$ cat src/sv/ukst_pkg.sv
// Package for the unique key set table.
// Holds field widths, request action codes and result status codes.
// No dependencies.
`default_nettype none

package ukst_pkg;

   localparam int ACTION_W = 2;
   localparam int KEY_W    = 32;
   localparam int STATUS_W = 2;
   localparam int COUNT_W  = 7;

   // Request action codes; code three is unused and ignored.
   localparam logic [ACTION_W-1:0] ACT_INSERT = 2'd0;
   localparam logic [ACTION_W-1:0] ACT_LOOKUP = 2'd1;
   localparam logic [ACTION_W-1:0] ACT_DELETE = 2'd2;

   typedef enum logic [STATUS_W-1:0] {
      ST_DONE      = 2'd0,
      ST_PRESENT   = 2'd1,
      ST_NOT_FOUND = 2'd2,
      ST_FULL      = 2'd3
   } status_type;

endpackage

`default_nettype wire

$ cat src/sv/ukst_ifs.sv
// Channel interfaces for the unique key set table: request and response.
// Depends on ukst_pkg for field widths.
`default_nettype none

interface ukst_req_if;
   logic                         valid;
   logic                         ready;
   logic [ukst_pkg::ACTION_W-1:0] action;
   logic [ukst_pkg::KEY_W-1:0]    key;

   modport source (output valid, output action, output key, input ready);
   modport sink   (input valid, input action, input key, output ready);
endinterface

interface ukst_rsp_if;
   logic                         valid;
   logic                         ready;
   logic [ukst_pkg::STATUS_W-1:0] status;
   logic [ukst_pkg::COUNT_W-1:0]  entry_count;

   modport source (output valid, output status, output entry_count, input ready);
   modport sink   (input valid, input status, input entry_count, output ready);
endinterface

`default_nettype wire

$ cat src/sv/unique_key_set_table.sv
// Top level of the unique key set table: a bounded set of distinct keys.
// Depends on ukst_pkg, ukst_req_if, ukst_rsp_if and ukst_ram.
`default_nettype none

// Usage
//   req_ch carries one transaction per request: action (insert, lookup,
//   delete) and key. rsp_ch returns exactly one transaction per request:
//   status (done, already present, not found, table full) and entry_count,
//   the number of keys stored after the request.
// Walk and request flow
//   A request walks the key RAM one slot per cycle through its single read
//   port and one equality comparator. Every action stops at the first
//   hit; an insert of an absent key walks all CAPACITY slots to find the
//   lowest free one. The unused action code skips the walk and goes
//   straight to the finish step. req_ch.ready is high only while the
//   sequencer is idle, so one request is in flight at a time; the next
//   can be taken as soon as the response is valid.
// Reset
//   Synchronous, active high. Clears all valid marks, the entry count and
//   any pending response; key RAM contents are left as they are and are
//   never compared until written.
// Stall
//   The response sits in an output register. A new request can be taken
//   while it waits; the block holds in its finish step, without changing
//   the table, until the old response leaves.

module unique_key_set_table #(
   parameter int CAPACITY  = 64,
   parameter int KEY_WIDTH = 32
) (
   input wire logic   clock,
   input wire logic   reset,
   ukst_req_if.sink   req_ch,
   ukst_rsp_if.source rsp_ch
);

   import ukst_pkg::*;

   localparam int IW   = (CAPACITY > 1) ? $clog2(CAPACITY) : 1;
   localparam int CW   = $clog2(CAPACITY + 1);
   localparam int KEXT = (KEY_WIDTH > KEY_W) ? KEY_WIDTH : KEY_W;
   localparam int CWX  = (CW > COUNT_W) ? CW : COUNT_W;
   localparam logic [IW-1:0] LAST_IDX = IW'(CAPACITY - 1);

   typedef enum logic [1:0] {
      S_IDLE,
      S_SCAN,
      S_FINISH
   } fsm_type;

   // Sequencer and response registers.
   fsm_type                state_ff, state_in;
   logic                   rsp_vld_ff, rsp_vld_in;
   status_type             rsp_status_ff, rsp_status_in;
   logic [COUNT_W-1:0]     rsp_count_ff, rsp_count_in;

   // Table control state.
   logic                   slot_vld_ff [CAPACITY];
   logic                   slot_vld_in [CAPACITY];
   logic [CW-1:0]          cnt_ff, cnt_in;

   // Request held during the walk.
   logic [ACTION_W-1:0]    action_ff, action_in;
   logic [KEY_WIDTH-1:0]   key_ff, key_in;

   // Walk: issue side (RAM address) and check side (RAM data back).
   logic [IW-1:0]          issue_idx_ff, issue_idx_in;
   logic                   issue_done_ff, issue_done_in;
   logic                   chk_pend_ff, chk_pend_in;
   logic [IW-1:0]          chk_idx_ff, chk_idx_in;
   logic                   chk_vld_ff, chk_vld_in;
   logic                   hit_ff, hit_in;
   logic [IW-1:0]          hit_idx_ff, hit_idx_in;
   logic                   free_found_ff, free_found_in;
   logic [IW-1:0]          free_idx_ff, free_idx_in;

   logic [KEY_WIDTH-1:0]   rd_data;
   logic                   ram_wr_en;
   logic                   ram_rd_en;
   logic [KEXT-1:0]        key_ext;
   logic [CWX-1:0]         cnt_ext;
   logic                   req_take;
   logic                   rsp_take;
   logic                   fin_go;
   logic                   match;

   assign req_take = req_ch.valid && req_ch.ready;
   assign rsp_take = rsp_vld_ff && rsp_ch.ready;
   // Finish only once the output register is free or being emptied.
   assign fin_go   = (state_ff == S_FINISH) && (!rsp_vld_ff || rsp_ch.ready);
   assign match    = chk_pend_ff && chk_vld_ff && (rd_data == key_ff);
   assign key_ext  = KEXT'(req_ch.key);

   assign ram_rd_en = (state_ff == S_SCAN) && !issue_done_ff;
   assign ram_wr_en = fin_go && (action_ff == ACT_INSERT) && !hit_ff && free_found_ff;

   ukst_ram #(
      .WIDTH (KEY_WIDTH),
      .DEPTH (CAPACITY)
   ) u_key_ram (
      .clock   (clock),
      .wr_en   (ram_wr_en),
      .wr_addr (free_idx_ff),
      .wr_data (key_ff),
      .rd_en   (ram_rd_en),
      .rd_addr (issue_idx_ff),
      .rd_data (rd_data)
   );

   always_comb begin
      state_in      = state_ff;
      rsp_vld_in    = rsp_vld_ff && !rsp_take;
      rsp_status_in = rsp_status_ff;
      slot_vld_in   = slot_vld_ff;
      cnt_in        = cnt_ff;
      action_in     = action_ff;
      key_in        = key_ff;
      issue_idx_in  = issue_idx_ff;
      issue_done_in = issue_done_ff;
      chk_pend_in   = 1'b0;
      chk_idx_in    = chk_idx_ff;
      chk_vld_in    = chk_vld_ff;
      hit_in        = hit_ff;
      hit_idx_in    = hit_idx_ff;
      free_found_in = free_found_ff;
      free_idx_in   = free_idx_ff;

      case (state_ff)
         S_IDLE: begin
            if (req_take) begin
               action_in     = req_ch.action;
               key_in        = key_ext[KEY_WIDTH-1:0];
               issue_idx_in  = '0;
               issue_done_in = 1'b0;
               hit_in        = 1'b0;
               free_found_in = 1'b0;
               // Unused action code: skip the walk.
               if (req_ch.action == ACT_INSERT || req_ch.action == ACT_LOOKUP ||
                   req_ch.action == ACT_DELETE) begin
                  state_in = S_SCAN;
               end else begin
                  state_in = S_FINISH;
               end
            end
         end
         S_SCAN: begin
            // Issue side: read one slot, note the lowest free slot.
            if (!issue_done_ff) begin
               chk_pend_in   = 1'b1;
               chk_idx_in    = issue_idx_ff;
               chk_vld_in    = slot_vld_ff[issue_idx_ff];
               issue_done_in = (issue_idx_ff == LAST_IDX);
               issue_idx_in  = issue_idx_ff + 1'b1;
               if (!slot_vld_ff[issue_idx_ff] && !free_found_ff) begin
                  free_found_in = 1'b1;
                  free_idx_in   = issue_idx_ff;
               end
            end
            // Check side: compare the slot read last cycle.
            if (match) begin
               hit_in     = 1'b1;
               hit_idx_in = chk_idx_ff;
               state_in   = S_FINISH;
            end else if (chk_pend_ff && chk_idx_ff == LAST_IDX) begin
               state_in = S_FINISH;
            end
         end
         S_FINISH: begin
            if (fin_go) begin
               rsp_status_in = ST_DONE;
               case (action_ff)
                  ACT_INSERT: begin
                     if (hit_ff) begin
                        rsp_status_in = ST_PRESENT;
                     end else if (free_found_ff) begin
                        slot_vld_in[free_idx_ff] = 1'b1;
                        cnt_in = cnt_ff + 1'b1;
                     end else begin
                        rsp_status_in = ST_FULL;
                     end
                  end
                  ACT_LOOKUP: begin
                     if (!hit_ff) begin
                        rsp_status_in = ST_NOT_FOUND;
                     end
                  end
                  ACT_DELETE: begin
                     if (hit_ff) begin
                        slot_vld_in[hit_idx_ff] = 1'b0;
                        cnt_in = cnt_ff - 1'b1;
                     end else begin
                        rsp_status_in = ST_NOT_FOUND;
                     end
                  end
                  default: begin
                     rsp_status_in = ST_DONE;
                  end
               endcase
               rsp_vld_in = 1'b1;
               state_in   = S_IDLE;
            end
         end
         default: begin
            state_in = S_IDLE;
         end
      endcase
   end

   // Count after the update, cut or widened to the response field.
   always_comb begin
      cnt_ext      = CWX'(cnt_in);
      rsp_count_in = fin_go ? cnt_ext[COUNT_W-1:0] : rsp_count_ff;
   end

   // State machine and registered outputs.
   always_ff @(posedge clock) begin
      if (reset) begin
         state_ff   <= S_IDLE;
         rsp_vld_ff <= 1'b0;
      end else begin
         state_ff   <= state_in;
         rsp_vld_ff <= rsp_vld_in;
      end
      rsp_status_ff <= rsp_status_in;
      rsp_count_ff  <= rsp_count_in;
   end

   // Table control state and walk control.
   always_ff @(posedge clock) begin
      if (reset) begin
         slot_vld_ff <= '{default: 1'b0};
         cnt_ff      <= '0;
         chk_pend_ff <= 1'b0;
      end else begin
         slot_vld_ff <= slot_vld_in;
         cnt_ff      <= cnt_in;
         chk_pend_ff <= chk_pend_in;
      end
   end

   // Walk payload.
   always_ff @(posedge clock) begin
      action_ff     <= action_in;
      key_ff        <= key_in;
      issue_idx_ff  <= issue_idx_in;
      issue_done_ff <= issue_done_in;
      chk_idx_ff    <= chk_idx_in;
      chk_vld_ff    <= chk_vld_in;
      hit_ff        <= hit_in;
      hit_idx_ff    <= hit_idx_in;
      free_found_ff <= free_found_in;
      free_idx_ff   <= free_idx_in;
   end

   assign req_ch.ready       = (state_ff == S_IDLE);
   assign rsp_ch.valid       = rsp_vld_ff;
   assign rsp_ch.status      = rsp_status_ff;
   assign rsp_ch.entry_count = rsp_count_ff;

endmodule

`default_nettype wire

$ cat src/sv/ukst_ram.sv
// Generic single-write, single-read RAM with registered read data.
// No dependencies.
`default_nettype none

module ukst_ram #(
   parameter int WIDTH = 32,
   parameter int DEPTH = 64
) (
   input  wire logic                                  clock,
   input  wire logic                                  wr_en,
   input  wire logic [(DEPTH > 1 ? $clog2(DEPTH) : 1)-1:0] wr_addr,
   input  wire logic [WIDTH-1:0]                      wr_data,
   input  wire logic                                  rd_en,
   input  wire logic [(DEPTH > 1 ? $clog2(DEPTH) : 1)-1:0] rd_addr,
   output logic      [WIDTH-1:0]                      rd_data
);

   logic [WIDTH-1:0] mem [DEPTH];

   always_ff @(posedge clock) begin
      if (wr_en) begin
         mem[wr_addr] <= wr_data;
      end
      if (rd_en) begin
         rd_data <= mem[rd_addr];
      end
   end

endmodule

`default_nettype wire

$ cat src/flat_wrapper.sv
// flat-port wrapper written by rule: the top's interface ports become plain ports
module unique_key_set_table_flat import ukst_pkg::*;
#(
   parameter int CAPACITY  = 64,
   parameter int KEY_WIDTH = 32
)
  (clock, reset, req_ch_valid, req_ch_action, req_ch_key, req_ch_ready, rsp_ch_valid, rsp_ch_status, rsp_ch_entry_count, rsp_ch_ready);
  ukst_req_if req_ch_i ();
  ukst_rsp_if rsp_ch_i ();
  input wire logic clock;
  input wire logic reset;
  input wire logic [$bits(req_ch_i.valid)-1:0] req_ch_valid;
  input wire logic [$bits(req_ch_i.action)-1:0] req_ch_action;
  input wire logic [$bits(req_ch_i.key)-1:0] req_ch_key;
  output wire logic [$bits(req_ch_i.ready)-1:0] req_ch_ready;
  output wire logic [$bits(rsp_ch_i.valid)-1:0] rsp_ch_valid;
  output wire logic [$bits(rsp_ch_i.status)-1:0] rsp_ch_status;
  output wire logic [$bits(rsp_ch_i.entry_count)-1:0] rsp_ch_entry_count;
  input wire logic [$bits(rsp_ch_i.ready)-1:0] rsp_ch_ready;
  assign req_ch_i.valid = req_ch_valid;
  assign req_ch_i.action = req_ch_action;
  assign req_ch_i.key = req_ch_key;
  assign req_ch_ready = req_ch_i.ready;
  assign rsp_ch_valid = rsp_ch_i.valid;
  assign rsp_ch_status = rsp_ch_i.status;
  assign rsp_ch_entry_count = rsp_ch_i.entry_count;
  assign rsp_ch_i.ready = rsp_ch_ready;
  unique_key_set_table #(.CAPACITY(CAPACITY), .KEY_WIDTH(KEY_WIDTH)) u_core (.clock(clock), .reset(reset), .req_ch(req_ch_i), .rsp_ch(rsp_ch_i));
endmodule
$ cat config.mk
export PLATFORM = sky130hd
export DESIGN_NAME = unique_key_set_table_flat
export DESIGN_NICKNAME = d
export VERILOG_FILES = /design/src/sv/ukst_pkg.sv /design/src/sv/ukst_ifs.sv /design/src/sv/unique_key_set_table.sv /design/src/sv/ukst_ram.sv /design/src/flat_wrapper.sv
export SDC_FILE = /design/constraint.sdc
export NUM_CORES = 2
export LEC_CHECK = 0
export BUFFER_PORTS_ARGS = -buffer_cell sky130_fd_sc_hd__buf_2
export CAP_MARGIN = 20
export CORE_ASPECT_RATIO = 1.5
export CORE_MARGIN = 3
export CORE_UTILIZATION = 55
export CTS_BUF_LIST = sky130_fd_sc_hd__clkbuf_4
export DETAILED_ROUTE_END_ITERATION = 10
export MAX_ROUTING_LAYER = met4
export PLACE_DENSITY = 0.7
export SLEW_MARGIN = 20
export SYNTH_ARGS = -nofsm -noshare
export SYNTH_HDL_FRONTEND = slang
export SYNTH_SLANG_ARGS = --single-unit
$ cat constraint.sdc
create_clock -name clock -period 9.9 [get_ports clock]
set_clock_uncertainty 0.15 [all_clocks]
set_input_delay 1.485 -clock clock [delete_from_list [all_inputs] [get_ports clock]]
set_output_delay 1.485 -clock clock [all_outputs]
set_load 0.03 [all_outputs]
==> run metrics <==
initial antenna violation count=5; vias per inst=6.30; FF-to-FF Start=u_core.issue_idx_ff[0]; Num CTS Buffers=496; Leakage Power=29.8 nW; vias=42.0k; Synth Cell Area=85800 µm²; Synth Instances=3751; die footprint=161000 µm²; drt first pass iters=5; 1st-iter DRT viols=5140; Avg WL per Cell=31.2 µm; Core ar.=154000 µm²; post_cts resized=0; Overall Global Routing Usage=27.4%; Async SR Flop Fraction=0%; syn nets=3795; FF-to-FF End=u_core.free_idx_ff[3]; IO Count=49; root buffer cell=clkbuf_4; hold buffers post-CTS=30; area grow syn2layout=11.3%; status=finished clean; Max clock buf depth=4; FF+latch count, synth=2226; Total Neg Setup Slack=0 ns; Final Hold Violating Endpoints=0; Worst Hold Depth=1; Clk Latency, worst-skew pair=1.37 ns; Post-CTS Setup Repair Bufs=0; Slew @ Worst Pin=1.12 ns; worst hold path type=in -> reg; Die W=328 µm; Worst setup EP type=register; critical path arrival=5.48 ns; clock sink count=2226; Starting Density=55.6%; post-synth top area share=75.3%; Mapped Avg Cell Area=22.9 µm²; Seq/Total Area, Yosys=77.1%; nets@finish=4306; synth cell count leaders=edfxtp_1, mux4_2, nor2_1; Peak VDD IR=0.154 mV; Worst Hold Path EP=u_core.key_ff[28]; main flop type after synthesis=edfxtp_1; most frequent cell after synthesis=edfxtp_1; Die H=490 µm; Placer Congestion=0.848; HPWL after DPL=110000 µm; vias in the first global route=43.7k; register-to-register setup slack=5.25 ns; fmax=215 MHz; PD cells=210 nW/µm²; row count=176; post-synth top area cell=edfxtp_1; first-pass GRT wire length=300000 µm; TritonCTS clock tree=yes; Final Max Tran Viols=0; crit-path max FO=84; r2r worst-path depth=7; Final Critical Period=4.65 ns; Routed WL=208000 µm; clock slew seen by the registers of the worst setup and hold paths=0.07 ns; final setup violation count=0; unrepaired setup endpoints after global routing=no; cells taking the most area after synthesis=edfxtp_1, mux4_2, dfxtp_1; max cap viols=0; Critical Path RT=10.73 ns; fin util=61.9%; htree depth=5; Routed Antenna Nets=0; proportion of layout cells with a drive suffix above 1=35.5%; input/output buffers=48; Crit Path Class=reg -> reg; period utilisation layout=47.0%; largest net degree at the start of global routing=130; relative slew slack=25.0%; grt ovf=0; Synth Warn #=0; synth unique cells=57; CP Launch Type=register; DRC viols=0; HP Start=req_ch_key[28]; Post-synth EDFFs=2151
==> metal layers <==
metal | GRT usage, % | wire length (µm) | up-vias
li1 | - | - | 17300
met1 | 33.6 | 73200 | 22100
met2 | 44.7 | 109000 | 2205
met3 | 4.92 | 16700 | 395
met4 | 12.8 | 9820 | 0
met5 | - | 0 | -
==> how the worst max path moves through the flow <==
stage                           start                            to  slack, ns  cells past startpoint
3_5_place_dp             rsp_ch_ready   u_core.u_key_ram.mem[52][0]       5.02                      6
6_report       u_core.issue_idx_ff[0]         u_core.free_idx_ff[3]       5.25                      7
4_1_cts        u_core.issue_idx_ff[0]         u_core.free_idx_ff[3]       5.17                      7
2_1_floorplan            rsp_ch_ready   u_core.u_key_ram.mem[62][0]       5.67                      4
5_1_grt        u_core.issue_idx_ff[0]         u_core.free_idx_ff[3]       4.89                      7
3_3_place_gp             rsp_ch_ready  u_core.u_key_ram.mem[52][18]       5.08                      6
==> critical path, cell delays in order (launching register included) <==
cell and delay [ns]:
edfxtp_1 0.47, buf_12 0.53, buf_4 0.83, mux4_2 0.60, a2111oi_0 0.52, or4_1 0.24, o22ai_1 0.13, nor3_1 0.71
==> flip-flops by register name, summed over array words and instances, names as in the netlist, 2 cells and up <==
signal and cells:
u_core.rsp_ch.status 2, u_core.u_key_ram.rd_data 32, u_core.u_key_ram.mem 2048, u_core.cnt_ff 7, u_core.rsp_ch.entry_count 7, u_core.state_ff 2
u_core.action_ff 2, u_core.chk_idx_ff 6, u_core.hit_idx_ff 6, u_core.key_ff 32, u_core.free_idx_ff 6, u_core.issue_idx_ff 6
u_core.slot_vld_ff 64
==> cells in the final DEF, fill, tap and decap left out, types with 21 or more instances in the layout <==
cell / count
edfxtp_1: 2151
clkbuf_4: 696
mux4_2: 649
clkinv_1: 127
buf_4: 126
a21oi_1: 104
dfxtp_1: 75
nor2_4: 64
nand2_1: 63
a211oi_1: 52
mux2i_1: 48
buf_2: 48
nor2_1: 45
and2_1: 35
dlygate4sd3_1: 30
xor2_1: 29
nor3_1: 27
nand3_1: 22
o21ai_0: 21
==> through the flow <==
| step | hold WS (ns) | setup slack (ns) | cell area (µm²) | power (mW) | std cells |
|---|---|---|---|---|---|
| 4_1_cts | 0.0240 | 5.17 | 95400 | 20.2 | 6662 |
| 6_report | 0.194 | 5.25 | 95400 | 20.0 | 6670 |
| 3_3_place_gp | 0.280 | 5.08 | 89200 | 13.6 | 5781 |
| 3_5_place_dp | 0.286 | 5.02 | 89200 | 13.6 | 5781 |
| 2_1_floorplan | 0.276 | 5.67 | 85800 | 12.6 | 3751 |
| 5_1_grt | 0.111 | 4.89 | 95400 | 20.8 | 6669 |
==> layout make-up <==
type	instances	area, µm²
Clock buffer	696	5230
Clock inverter	155	677
Tap cell	2047	2560
Fill cell	10600	58700
Antenna cell	8	20.0
Sequential cell	2226	66100
Inverter	17	76.3
Timing Repair Buffer	212	1650
Multi-Input combinational cell	1309	19100
==> power by group <==
part / switching, mW / internal [mW] / total, mW
Clock: 3.38 / 3.28 / 6.65
Sequential: 0.0496 / 10.5 / 10.6
Combinational: 1.66 / 1.15 / 2.81
Total: 5.09 / 14.9 / 20.0
==> cells by family (layout without fill, tap and decap cells) <==
group	Yosys count	in the layout	synth area share (%)
other	0	8	0
and+or+nand+nor	340	340	1.99
muxes	704	704	17.7
adders and majority gates	6	6	0.0875
DFF	2226	2226	77.1
AOI/OAI and AO/OA	224	224	1.60
buffers and inverters	216	1080	1.19
xor gates and xnor gates	35	35	0.357
No activity file was read; power rests on OpenSTA's default activity.
